==> src/sv/iba_pkg.sv <==
// Package for the inode block allocator: command and status codes, item structs.
// No dependencies.
`timescale 1ns / 1ps
package iba_pkg;
    localparam logic [1:0] CMD_CREATE = 2'd0;
    localparam logic [1:0] CMD_DELETE = 2'd1;
    localparam logic [1:0] CMD_LOOKUP = 2'd2;
    localparam logic [1:0] CMD_UNUSED = 2'd3;

    localparam logic [2:0] ST_OK        = 3'd0;
    localparam logic [2:0] ST_NO_SPACE  = 3'd1;
    localparam logic [2:0] ST_NO_INODE  = 3'd2;
    localparam logic [2:0] ST_NOT_FOUND = 3'd3;
    localparam logic [2:0] ST_RANGE     = 3'd4;
    localparam logic [2:0] ST_BAD_SIZE  = 3'd5;

    typedef struct packed {
        logic [1:0]  command;
        logic [63:0] file_name;
        logic [3:0]  block_count;
        logic [2:0]  block_number;
    } t_cmd;

    typedef struct packed {
        logic [2:0] status;
        logic [3:0] inode_slot;
        logic [6:0] disk_block;
    } t_result;
endpackage

==> src/sv/inode_block_allocator_core.sv <==
// Inode block allocator top level: sequencer over the bitmap and inode RAMs (iba_pkg, iba_ram).
// A create scans the bitmap twice, first counting free blocks and then claiming them; delete and
// lookup scan the inode table, then delete walks the file's pointers and lookup reads one pointer.
// One command is handled at a time.
// After reset a clearing pass writes the bitmap (block 0 used, the rest free) while busy is high.
// The result shows on o_result with o_done for one cycle; the receiver cannot stall.
`timescale 1ns / 1ps
module inode_block_allocator_core #(
    parameter int NUM_BLOCKS      = 128,
    parameter int NUM_INODES      = 16,
    parameter int MAX_FILE_BLOCKS = 8
) (
    input  logic             i_clk,
    input  logic             i_rst_n,
    input  logic             start,
    input  iba_pkg::t_cmd    i_cmd,
    output logic             busy,
    output logic             o_done,
    output iba_pkg::t_result o_result
);
    localparam int BW = $clog2(NUM_BLOCKS);
    localparam int IW = $clog2(NUM_INODES);
    localparam int KW = (MAX_FILE_BLOCKS > 1) ? $clog2(MAX_FILE_BLOCKS) : 1;
    localparam int PD = NUM_INODES * MAX_FILE_BLOCKS;
    localparam int PW = $clog2(PD);
    localparam int AW0 = (BW > IW) ? BW : IW;
    localparam int AW = (AW0 > KW) ? AW0 : KW;

    localparam logic [3:0] S_CLEAR = 4'd0, S_IDLE = 4'd1, S_CNT = 4'd2, S_FINDI = 4'd3,
                           S_ALLOC = 4'd4, S_FINDN = 4'd5, S_FREE = 4'd6,
                           S_LOOK = 4'd7, S_DONE = 4'd8;

    logic [3:0] r_state, n_state;
    iba_pkg::t_cmd r_cmd, n_cmd;
    logic [AW:0] r_addr, n_addr;
    logic r_rv, n_rv;
    logic [AW-1:0] r_raddr, n_raddr;
    logic [6:0] r_k, n_k;
    logic [IW:0] r_node, n_node;
    logic [NUM_INODES-1:0] r_used, n_used;
    logic [2:0] r_st, n_st;
    logic [6:0] r_db, n_db;
    logic r_done, n_done;

    logic bm_we, bm_wd, bm_rd;
    logic [BW-1:0] bm_wa, bm_ra;
    logic nm_we;
    logic [63:0] nm_rd;
    logic [IW-1:0] nm_ra;
    logic [3:0] sz_rd;
    logic pt_we;
    logic [PW-1:0] pt_wa, pt_ra;
    logic [BW-1:0] pt_rd;
    logic [IW-1:0] node_i;
    logic [KW-1:0] k_i;

    assign node_i = r_node[IW-1:0];
    assign k_i = r_k[KW-1:0];

    iba_ram #(.WIDTH(1), .DEPTH(NUM_BLOCKS)) u_bitmap (
        .i_clk(i_clk), .i_we(bm_we), .i_waddr(bm_wa), .i_wdata(bm_wd),
        .i_raddr(bm_ra), .o_rdata(bm_rd));
    iba_ram #(.WIDTH(64), .DEPTH(NUM_INODES)) u_name (
        .i_clk(i_clk), .i_we(nm_we), .i_waddr(node_i), .i_wdata(r_cmd.file_name),
        .i_raddr(nm_ra), .o_rdata(nm_rd));
    iba_ram #(.WIDTH(4), .DEPTH(NUM_INODES)) u_size (
        .i_clk(i_clk), .i_we(nm_we), .i_waddr(node_i), .i_wdata(r_cmd.block_count),
        .i_raddr(nm_ra), .o_rdata(sz_rd));
    iba_ram #(.WIDTH(BW), .DEPTH(PD)) u_ptr (
        .i_clk(i_clk), .i_we(pt_we), .i_waddr(pt_wa), .i_wdata(r_raddr[BW-1:0]),
        .i_raddr(pt_ra), .o_rdata(pt_rd));

    // Pointer index of slot node, entry k.
    function automatic logic [PW-1:0] f_pidx(input logic [IW-1:0] n, input logic [KW-1:0] k);
        logic [PW+KW:0] t;
        t = (PW + KW + 1)'(n) * (PW + KW + 1)'(MAX_FILE_BLOCKS) + (PW + KW + 1)'(k);
        return t[PW-1:0];
    endfunction

    always_comb begin
        logic [3:0] cnt;
        cnt = r_cmd.block_count;
        n_state = r_state; n_cmd = r_cmd; n_addr = r_addr; n_rv = 1'b0;
        n_raddr = r_raddr; n_k = r_k; n_node = r_node; n_used = r_used;
        n_st = r_st; n_db = r_db; n_done = 1'b0;
        bm_we = 1'b0; bm_wd = 1'b0; bm_wa = r_addr[BW-1:0]; bm_ra = r_addr[BW-1:0];
        nm_we = 1'b0; nm_ra = r_addr[IW-1:0];
        pt_we = 1'b0; pt_wa = f_pidx(node_i, k_i); pt_ra = f_pidx(node_i, k_i);
        case (r_state)
            S_CLEAR: begin
                bm_we = 1'b1;
                bm_wd = (r_addr == '0);
                n_addr = r_addr + 1'b1;
                if (r_addr == (AW + 1)'(NUM_BLOCKS - 1)) begin
                    n_state = S_IDLE;
                end
            end
            S_IDLE: begin
                n_addr = '0; n_k = '0; n_node = '0; n_st = iba_pkg::ST_OK; n_db = '0;
                if (start) begin
                    n_cmd = i_cmd;
                    case (i_cmd.command)
                        iba_pkg::CMD_CREATE: begin
                            if (32'(i_cmd.block_count) > MAX_FILE_BLOCKS) begin
                                n_st = iba_pkg::ST_BAD_SIZE; n_state = S_DONE;
                            end else begin
                                n_state = S_CNT;
                            end
                        end
                        iba_pkg::CMD_DELETE, iba_pkg::CMD_LOOKUP: n_state = S_FINDN;
                        default: n_state = S_DONE;
                    endcase
                end
            end
            S_CNT: begin
                // Count free blocks until enough are seen; read data arrives in the cycle after its address.
                if (r_rv && !bm_rd) begin
                    n_k = r_k + 1'b1;
                end
                if (n_k >= 7'(cnt)) begin
                    n_state = S_FINDI; n_addr = '0;
                end else if (r_addr == (AW + 1)'(NUM_BLOCKS)) begin
                    if (!r_rv) begin
                        n_st = iba_pkg::ST_NO_SPACE; n_state = S_DONE;
                    end
                end else begin
                    n_rv = 1'b1; n_addr = r_addr + 1'b1;
                end
            end
            S_FINDI: begin
                n_state = S_ALLOC;
                n_node = (IW + 1)'(NUM_INODES);
                for (int i = NUM_INODES - 1; i >= 0; i--) begin
                    if (!r_used[i]) n_node = (IW + 1)'(i);
                end
                if (n_node == (IW + 1)'(NUM_INODES)) begin
                    n_node = '0; n_st = iba_pkg::ST_NO_INODE; n_state = S_DONE;
                end
                n_k = '0; n_addr = '0;
            end
            S_ALLOC: begin
                if (r_k == '0 && !r_rv && r_addr == '0) begin
                    nm_we = 1'b1;
                    n_used[node_i] = 1'b1;
                end
                // Claim a free block whose read just returned; pointer data is r_raddr.
                if (r_rv && !bm_rd) begin
                    bm_we = 1'b1; bm_wd = 1'b1; bm_wa = r_raddr[BW-1:0];
                    pt_we = 1'b1;
                    n_k = r_k + 1'b1;
                end
                if (n_k >= 7'(cnt) || r_addr == (AW + 1)'(NUM_BLOCKS)) begin
                    if (!(r_rv && n_k < 7'(cnt)) || n_k >= 7'(cnt)) n_state = S_DONE;
                end else begin
                    // Skip the address being written this cycle is not needed: it was
                    // read before and each address is read once.
                    n_rv = 1'b1; n_raddr = r_addr[AW-1:0]; n_addr = r_addr + 1'b1;
                end
                if (r_rv && n_k < 7'(cnt) && r_addr != (AW + 1)'(NUM_BLOCKS)) begin
                    n_raddr = r_addr[AW-1:0];
                end
            end
            S_FINDN: begin
                // Name RAM read data arrives in the cycle after its address; r_raddr holds the slot being checked.
                if (r_rv && r_used[r_raddr[IW-1:0]] && nm_rd == r_cmd.file_name) begin
                    n_node = (IW + 1)'(r_raddr[IW-1:0]);
                    n_k = {3'b0, sz_rd};
                    n_addr = '0;
                    if (r_cmd.command == iba_pkg::CMD_LOOKUP) begin
                        n_state = S_LOOK;
                        if (32'(r_cmd.block_number) >= 32'(sz_rd) ||
                            32'(r_cmd.block_number) >= MAX_FILE_BLOCKS) begin
                            n_st = iba_pkg::ST_RANGE; n_state = S_DONE;
                        end
                    end else begin
                        n_state = S_FREE;
                        n_used[r_raddr[IW-1:0]] = 1'b0;
                        if (32'(sz_rd) > MAX_FILE_BLOCKS) n_k = 7'(MAX_FILE_BLOCKS);
                    end
                end else if (r_addr == (AW + 1)'(NUM_INODES)) begin
                    if (!r_rv || r_raddr == AW'(NUM_INODES - 1)) begin
                        n_st = iba_pkg::ST_NOT_FOUND; n_state = S_DONE;
                    end
                end else begin
                    n_rv = 1'b1; n_raddr = r_addr[AW-1:0]; n_addr = r_addr + 1'b1;
                end
            end
            S_FREE: begin
                // r_k counts entries left; r_addr walks pointer entries.
                pt_ra = f_pidx(node_i, r_addr[KW-1:0]);
                if (r_rv) begin
                    bm_we = 1'b1; bm_wd = 1'b0; bm_wa = pt_rd;
                end
                if (r_k == '0) begin
                    n_state = S_DONE;
                end else begin
                    n_rv = 1'b1; n_k = r_k - 1'b1; n_addr = r_addr + 1'b1;
                end
            end
            S_LOOK: begin
                pt_ra = f_pidx(node_i, KW'(r_cmd.block_number));
                if (r_rv) begin
                    n_db = 7'(pt_rd); n_state = S_DONE;
                end else begin
                    n_rv = 1'b1;
                end
            end
            S_DONE: begin
                n_done = 1'b1; n_state = S_IDLE;
            end
            default: n_state = S_IDLE;
        endcase
    end

    always_ff @(posedge i_clk) begin
        if (!i_rst_n) begin
            r_state <= S_CLEAR; r_addr <= '0; r_rv <= 1'b0; r_used <= '0; r_done <= 1'b0;
        end else begin
            r_state <= n_state; r_addr <= n_addr; r_rv <= n_rv; r_used <= n_used;
            r_done <= n_done;
        end
        r_cmd <= n_cmd; r_raddr <= n_raddr; r_k <= n_k; r_node <= n_node;
        r_st <= n_st; r_db <= n_db;
    end

    assign busy = (r_state != S_IDLE);
    assign o_done = r_done;
    assign o_result.status = r_st;
    assign o_result.inode_slot = 4'(r_node[IW-1:0]);
    assign o_result.disk_block = (r_st == iba_pkg::ST_OK) ? r_db : 7'd0;
endmodule

==> src/sv/iba_ram.sv <==
// Generic single-port-write, single-read RAM with a registered read.
// No dependencies.
`timescale 1ns / 1ps
module iba_ram #(
    parameter int WIDTH = 8,
    parameter int DEPTH = 16
) (
    input  logic                     i_clk,
    input  logic                     i_we,
    input  logic [$clog2(DEPTH)-1:0] i_waddr,
    input  logic [WIDTH-1:0]         i_wdata,
    input  logic [$clog2(DEPTH)-1:0] i_raddr,
    output logic [WIDTH-1:0]         o_rdata
);
    logic [WIDTH-1:0] r_mem [DEPTH];
    logic [WIDTH-1:0] r_rdata;

    always_ff @(posedge i_clk) begin
        if (i_we) begin
            r_mem[i_waddr] <= i_wdata;
        end
        r_rdata <= r_mem[i_raddr];
    end

    assign o_rdata = r_rdata;
endmodule
==> config.mk <==
export PLATFORM = sky130hd
export DESIGN_NAME = inode_block_allocator_core
export DESIGN_NICKNAME = d
export VERILOG_FILES = /design/src/sv/iba_pkg.sv /design/src/sv/inode_block_allocator_core.sv /design/src/sv/iba_ram.sv
export SDC_FILE = /design/constraint.sdc
export NUM_CORES = 2
export LEC_CHECK = 0
export BUFFER_PORTS_ARGS = -buffer_cell sky130_fd_sc_hd__buf_2
export CAP_MARGIN = 5
export CORE_ASPECT_RATIO = 1.1
export CORE_MARGIN = 2
export CORE_UTILIZATION = 50
export DETAILED_ROUTE_END_ITERATION = 8
export GPL_ROUTABILITY_DRIVEN = 0
export PLACE_DENSITY = 0.72
export SLEW_MARGIN = 0
export SYNTH_ARGS = -nofsm -noshare
export SYNTH_HDL_FRONTEND = slang
export SYNTH_SLANG_ARGS = --single-unit
==> constraint.sdc <==
create_clock -name i_clk -period 17.3 [get_ports i_clk]
set_input_delay 0 -clock i_clk [delete_from_list [all_inputs] [get_ports i_clk]]
set_output_delay 0 -clock i_clk [all_outputs]
set_load 0.005 [all_outputs]
After elaboration in Yosys (flattened, before gate mapping)
Memory sizes are Yosys's and may differ from the RTL's. A register that Yosys moved wholly into a read port is not among the register bits.
Index checks and enable logic that the tools add are counted.
Cells by class
  equal/unequal tests: 45
  add/subtract/negate cells: 6
  muxes and demuxes: 110
  reductions and logical operators: 37
  bitwise logic cells: 3
  magnitude comparators: 10
Operator list (number)
  7-bit 2-to-1 mux: 13
  5-bit 2-to-1 mux: 17
  4-bit 2-to-1 mux: 20
  64-bit == test: 1
  7-bit case mux with 2 select lines: 4
  16-bit 2-to-1 mux: 3
  8-bit 2-to-1 mux: 6
  8-bit case mux with 6 select lines: 1
  3-bit 2-to-1 mux: 12
  7-bit case mux with 5 select lines: 1
  2-bit inequality test, second input constant: 17
  16-bit case mux with 2 select lines: 1
  4-bit case mux with 8 select lines: 1
  3-bit inequality test, second input constant: 9
  1-bit 2-to-1 mux: 22
  7-bit by 3-bit adder with 7-bit output: 3
  16-bit bitwise AND: 1
  4-bit by 3-bit == test with 1-bit output, second input constant: 4
  16-bit NOT: 1
  16-bit OR: 1
  7-bit by 4-bit >= comparator with 1-bit output: 2
  3-bit case mux with 4 select lines: 1
  4-bit case mux with 3 select lines: 1
  4-bit by 5-bit < comparator with 1-bit output, second input constant: 2
  other kinds (45): 67
Storage, ports and cells
  memories kept: 4
  output and inout bits: 16
  memory bits (writable): 2112
  register bits after elaboration: 131
Memories
  u_name.r_mem: words 16, bits a word 64, rd ports 1, clocked after Yosys merged registers in 1, wr ports 1, line iba_ram.sv:15  | logic [WIDTH-1:0] r_mem [DEPTH];
  u_ptr.r_mem: words 128, bits a word 7, rd ports 1, clocked after Yosys merged registers in 1, wr ports 1, line iba_ram.sv:15
  u_bitmap.r_mem: words 128, bits a word 1, rd ports 1, clocked after Yosys merged registers in 1, wr ports 1, line iba_ram.sv:15
  u_size.r_mem: words 16, bits a word 4, rd ports 1, clocked after Yosys merged registers in 1, wr ports 1, line iba_ram.sv:15

Depth between registers and ports, before layout
  word-level depth: 20
  mapped depth: 15

By module
Synthesis repeated with hierarchy kept, for this count alone.
Unflattened totals
  cells, all modules: 4280
  area total of the unflattened synthesis: 89748.6 sq um
Modules (own cells, without submodules)
  iba_ram (u_name): cells an instance 1647, area an instance 39581.7 sq um, instances 1
  iba_ram (u_ptr): cells an instance 1453, area an instance 34807.1 sq um, instances 1
  inode_block_allocator_core: cells an instance 655, area an instance 6974.2 sq um, instances 1
  iba_ram (u_bitmap): cells an instance 395, area an instance 5719.2 sq um, instances 1
  iba_ram (u_size): cells an instance 130, area an instance 2666.3 sq um, instances 1

Worst setup path after synthesis
OpenSTA, ideal clock, no wires.
  kind: register to register
  start point: register r_addr[0]
  end point: memory u_bitmap.r_mem[0], data pin
  slack: 7.182 ns
  data arrival time: 8.607 ns
  stages on the path, launching flop included: 11
  period minus slack after synthesis: 10.118 ns
  library setup time: 1.511 ns
  cell sequence: dfxtp_1 > buf_2 > buf_2 > buf_2 > buf_1 > inv_1 > ha_1 > nand2_1 > nor3_1 > mux2i_1 > nor4_1
On the way
  word-level cells in the longest chain between the ends: 2
RTL lines
  start, declared: line inode_block_allocator_core.sv:35  | logic [AW:0] r_addr, n_addr;
  start signal, assigned: line inode_block_allocator_core.sv:219  | r_state <= n_state; r_addr <= n_addr; r_rv <= n_rv; r_used <= n_used;
  8-bit logical NOT: line inode_block_allocator_core.sv:92  | bm_wd = (r_addr == '0);
  1-bit case mux with 2 select lines: line inode_block_allocator_core.sv:89  | case (r_state)
  net bm_wd: line inode_block_allocator_core.sv:45  | logic bm_we, bm_wd, bm_rd;
  end, declared: line iba_ram.sv:15
The timed path passes the listed nets, and every way through them passes these cells.

Worst setup path after layout
  start point: register r_state[2]
  end point: register u_ptr.r_rdata[1] (netlist: u_ptr.o_rdata[1]), read port of u_ptr.r_mem
On the way
  word-level cells in the longest chain between the ends: 2
RTL lines
  start, declared: line inode_block_allocator_core.sv:33  | logic [3:0] r_state, n_state;
  start signal, assigned: line inode_block_allocator_core.sv:219
  4-bit by 3-bit == test with 1-bit output: line inode_block_allocator_core.sv:89
  7-bit case mux with 2 select lines *: line inode_block_allocator_core.sv:89
  end, declared: line iba_ram.sv:16  | logic [WIDTH-1:0] r_rdata;
Every way passes the cells marked *; elsewhere a longest branch is shown, timed or not.
A chain may end at the register's enable or synchronous reset.

==> impl_metrics.py <==
metrics = {
    "power": {
        "power_w": 0.0113,
        "irDropWorstVdd_mv": 0.115,
        "p_per_area_nw_per_um2": 110,
        "leakagePower_nw": 32.5,
    },
    "cts": {
        "path_clk_slew_ps": 60,
        "clock_latency_ps": 870,
        "htree_levels": 4,
        "cts_tree": "yes",
        "clock_path_buffers": 3,
        "cts.sinks": 2319,
        "cts_root_buffer": "clkbuf_16",
        "cts_made_buffers": 220,
        "postCtsResizedCells": 0,
        "ctsHoldBuffers": 148,
        "cts_setup_buffers": 0,
    },
    "min_path": {
        "hold_path.class": "input pin to flop",
    },
    "drt": {
        "vias_per_cell": 6.21,
        "drc": 0,
        "drt-total-wl_um": 224000,
        "wl_per_cell_um": 28.0,
        "first_pass_iters": 8,
        "drt_iter0_drc": 6977,
        "num_vias": 49701,
        "antenna_left": 0,
    },
    "finish": {
        "num-nets-final": 5498,
        "layout_commonest_cell": "edfxtp_1",
        "fin_cells": 7998,
        "final_cell_mix": "edfxtp_1 (2213), nand2_1 (627), mux4_2 (388)",
        "drive_above_1_share": 0.172,
        "syn_to_final_growth_pct": 13.4,
        "fin_area_um2": 102000,
    },
    "logic_synthesis": {
        "synth_top_cell_area_share": 0.737,
        "syn-num-nets": 5229,
        "synth-xor-area-share": 0.00505,
        "synth_cells": 5139,
        "synth-edff-count": 2213,
        "synth_compound_area_frac": 0.0337,
        "synth_fa_ha_area_frac": 0.00194,
        "synthMuxAreaShare": 0.117,
        "ys.flop_type": "edfxtp_1",
        "synth_top_family_by_area": "multiplexers",
        "ys_seq_area_frac": 0.760,
        "ys_types": 73,
        "synthSimpleGateAreaFrac": 0.0679,
        "avgSynthCellArea_um2": 17.6,
        "synth_area_leaders": "edfxtp_1 (74%), mux4_2 (9.7%), nand2_1 (2.6%), dfxtp_1 (2.4%), mux2i_1 (1.9%)",
        "netlist_area_um2": 90200,
        "synth_seq_cells": 2319,
        "yosysTopAreaCell": "edfxtp_1",
        "yosys_warnings": 0,
        "async_flop_share": 0,
    },
    "global_routing": {
        "grt_pass1_vias": 49411,
        "grt_max_degree": 147,
        "grt_antenna_before_repair": 6,
        "grt_usage": 0.242,
        "grt.overflow.total": 0,
        "grt_first_pass_wirelength_um": 329000,
    },
    "placement": {
        "io_buffers": 91,
        "dpl.cell_count": 7430,
        "placed_cell_area_um2": 93500,
        "place_hpwl_um": 123000,
    },
    "flow_run": {
        "drv_cap": 0,
    },
    "floorplanning": {
        "initial_core_util": 0.503,
        "rows": 163,
        "pin_count": 92,
        "die_h_um": 450,
        "floorplan.die_area_um2": 184000,
        "die_w_um": 409,
        "core_um2": 179000,
    },
    "worst_setup_path": {
        "arrival_ps": 6430,
        "end_kind": "flop",
        "start_kind": "flop",
        "setup.worst_path.class": "flop to flop",
        "cp_data_required_time_ps": 18090,
        "cp_max_fo": 146,
    },
    "timing": {
        "max-slew-margin-rel": 0.147,
        "setup_viol_count_final": 0,
        "max_freq_mhz": 177,
        "skew_ps": 67.7,
        "final.min_clock_period_ps": 5640,
        "grt_setup_unrepaired": "false",
        "worst_pin_slew_ps": 1270,
        "hold_viol": 0,
        "finalSetupTns_ps": 0,
        "period_share": 0.326,
        "final_max_slew_viol_count": 0,
    },
    "outcome": {
        "outcome": "complete, no violations",
    },
}
-- report_power, final --
| part | switching [W] | internal, W | total (W) |
|---|---|---|---|
| combinational | 0.000168 | 0.000189 | 0.000356 |
| clock | 0.00210 | 0.00271 | 0.00481 |
| sequential | 0.0000255 | 0.00609 | 0.00612 |
| total | 0.00230 | 0.00899 | 0.0113 |
-- flip-flops by register name, summed over array words and instances (netlist names) --
register / count
o_done: 1
r_raddr: 7
r_cmd: 73
r_addr: 8
u_size.o_rdata: 4
r_st: 3
u_name.r_mem: 1024
u_bitmap.r_mem: 128
r_db: 7
r_k: 7
u_ptr.r_mem: 896
u_name.o_rdata: 64
r_rv: 1
u_size.r_mem: 64
r_state: 4
r_used: 16
r_node: 4
u_ptr.o_rdata: 7
u_bitmap.o_rdata: 1
-- Yosys cell counts (all sizes together), types with 4 or more instances --
master / instances
o211ai: 15
nor4: 7
nor2: 326
nor2b: 21
clkbuf: 176
nand2b: 18
a222oi: 4
and3: 11
o221ai: 15
mux2: 10
ha: 14
o31a: 6
a211oi: 7
xnor2: 50
o21ai: 32
o22a: 7
nand2: 628
nand4: 36
a32oi: 15
mux4: 388
and2: 16
or2: 4
or3: 9
a22o: 4
nor3: 29
a21oi: 108
nand3: 305
dfxtp: 106
edfxtp: 2213
a31oi: 62
o31ai: 12
a311oi: 18
o21a: 9
o22ai: 23
a221oi: 48
o2111a: 6
buf: 115
a22oi: 16
mux2i: 170
inv: 39
-- final timing paths --
kind / start / to / slack (ps) / cells after the start
hold / removal: i_rst_n / r_used[6] / 160 / 3
setup reg to reg: r_state[2] / u_ptr.o_rdata[1] / 11660 / 10
setup / recovery: r_state[2] / u_ptr.o_rdata[1] / 11660 / 10
hold reg to reg: r_addr[7] / r_addr[7] / 520 / 2
-- layer usage --
metal  GRT usage  routed length, µm
met1       0.316              82000
met4      0.0989               9360
met3      0.0413              20200
met2       0.403             113000
met5           0                 42
-- cells by family (layout without fill, tap and decap cells) --
logic type                 count (synthesis)  after routing
AOI/OAI and AO/OA                        434            434
xor gates and xnor gates                  52             52
adders and majority gates                 14             14
buffers and inverters                    330            795
DFF                                     2319           2319
muxes                                    568            568
other                                      0              2
and+or+nand+nor                         1422           1422
-- final cells by class --
type / instances / area [µm²]
antenna: 2 / 5.00
clock buffer: 299 / 6040
clock inverter: 119 / 1270
fill: 13122 / 76900
inverter: 39 / 146
multi-input combinational: 2490 / 20600
sequential: 2319 / 68600
tap: 2392 / 2990
timing repair buffer: 338 / 2730
-- critical path: stages (launching register included) --
cell and delay [ps]:
dfxtp_1 820, and3b_1 960, mux2i_4 830, buf_12 630, buf_4 760, mux2i_1 170
a221oi_1 550, a31oi_1 160, a21oi_1 280, o221ai_1 160, o31ai_1 100
-- metrics by stage --
stage | util | hold WS (ps) | worst slack (ps)
floorplan | - | 98.9 | 7180
global placement | 0.522 | 178 | 11880
detailed placement | 0.522 | 178 | 11820
CTS | 0.571 | 85.8 | 11810
global route | 0.571 | 138 | 11460
finish | 0.571 | 160 | 11660
(Power assumes the default switching activity.)
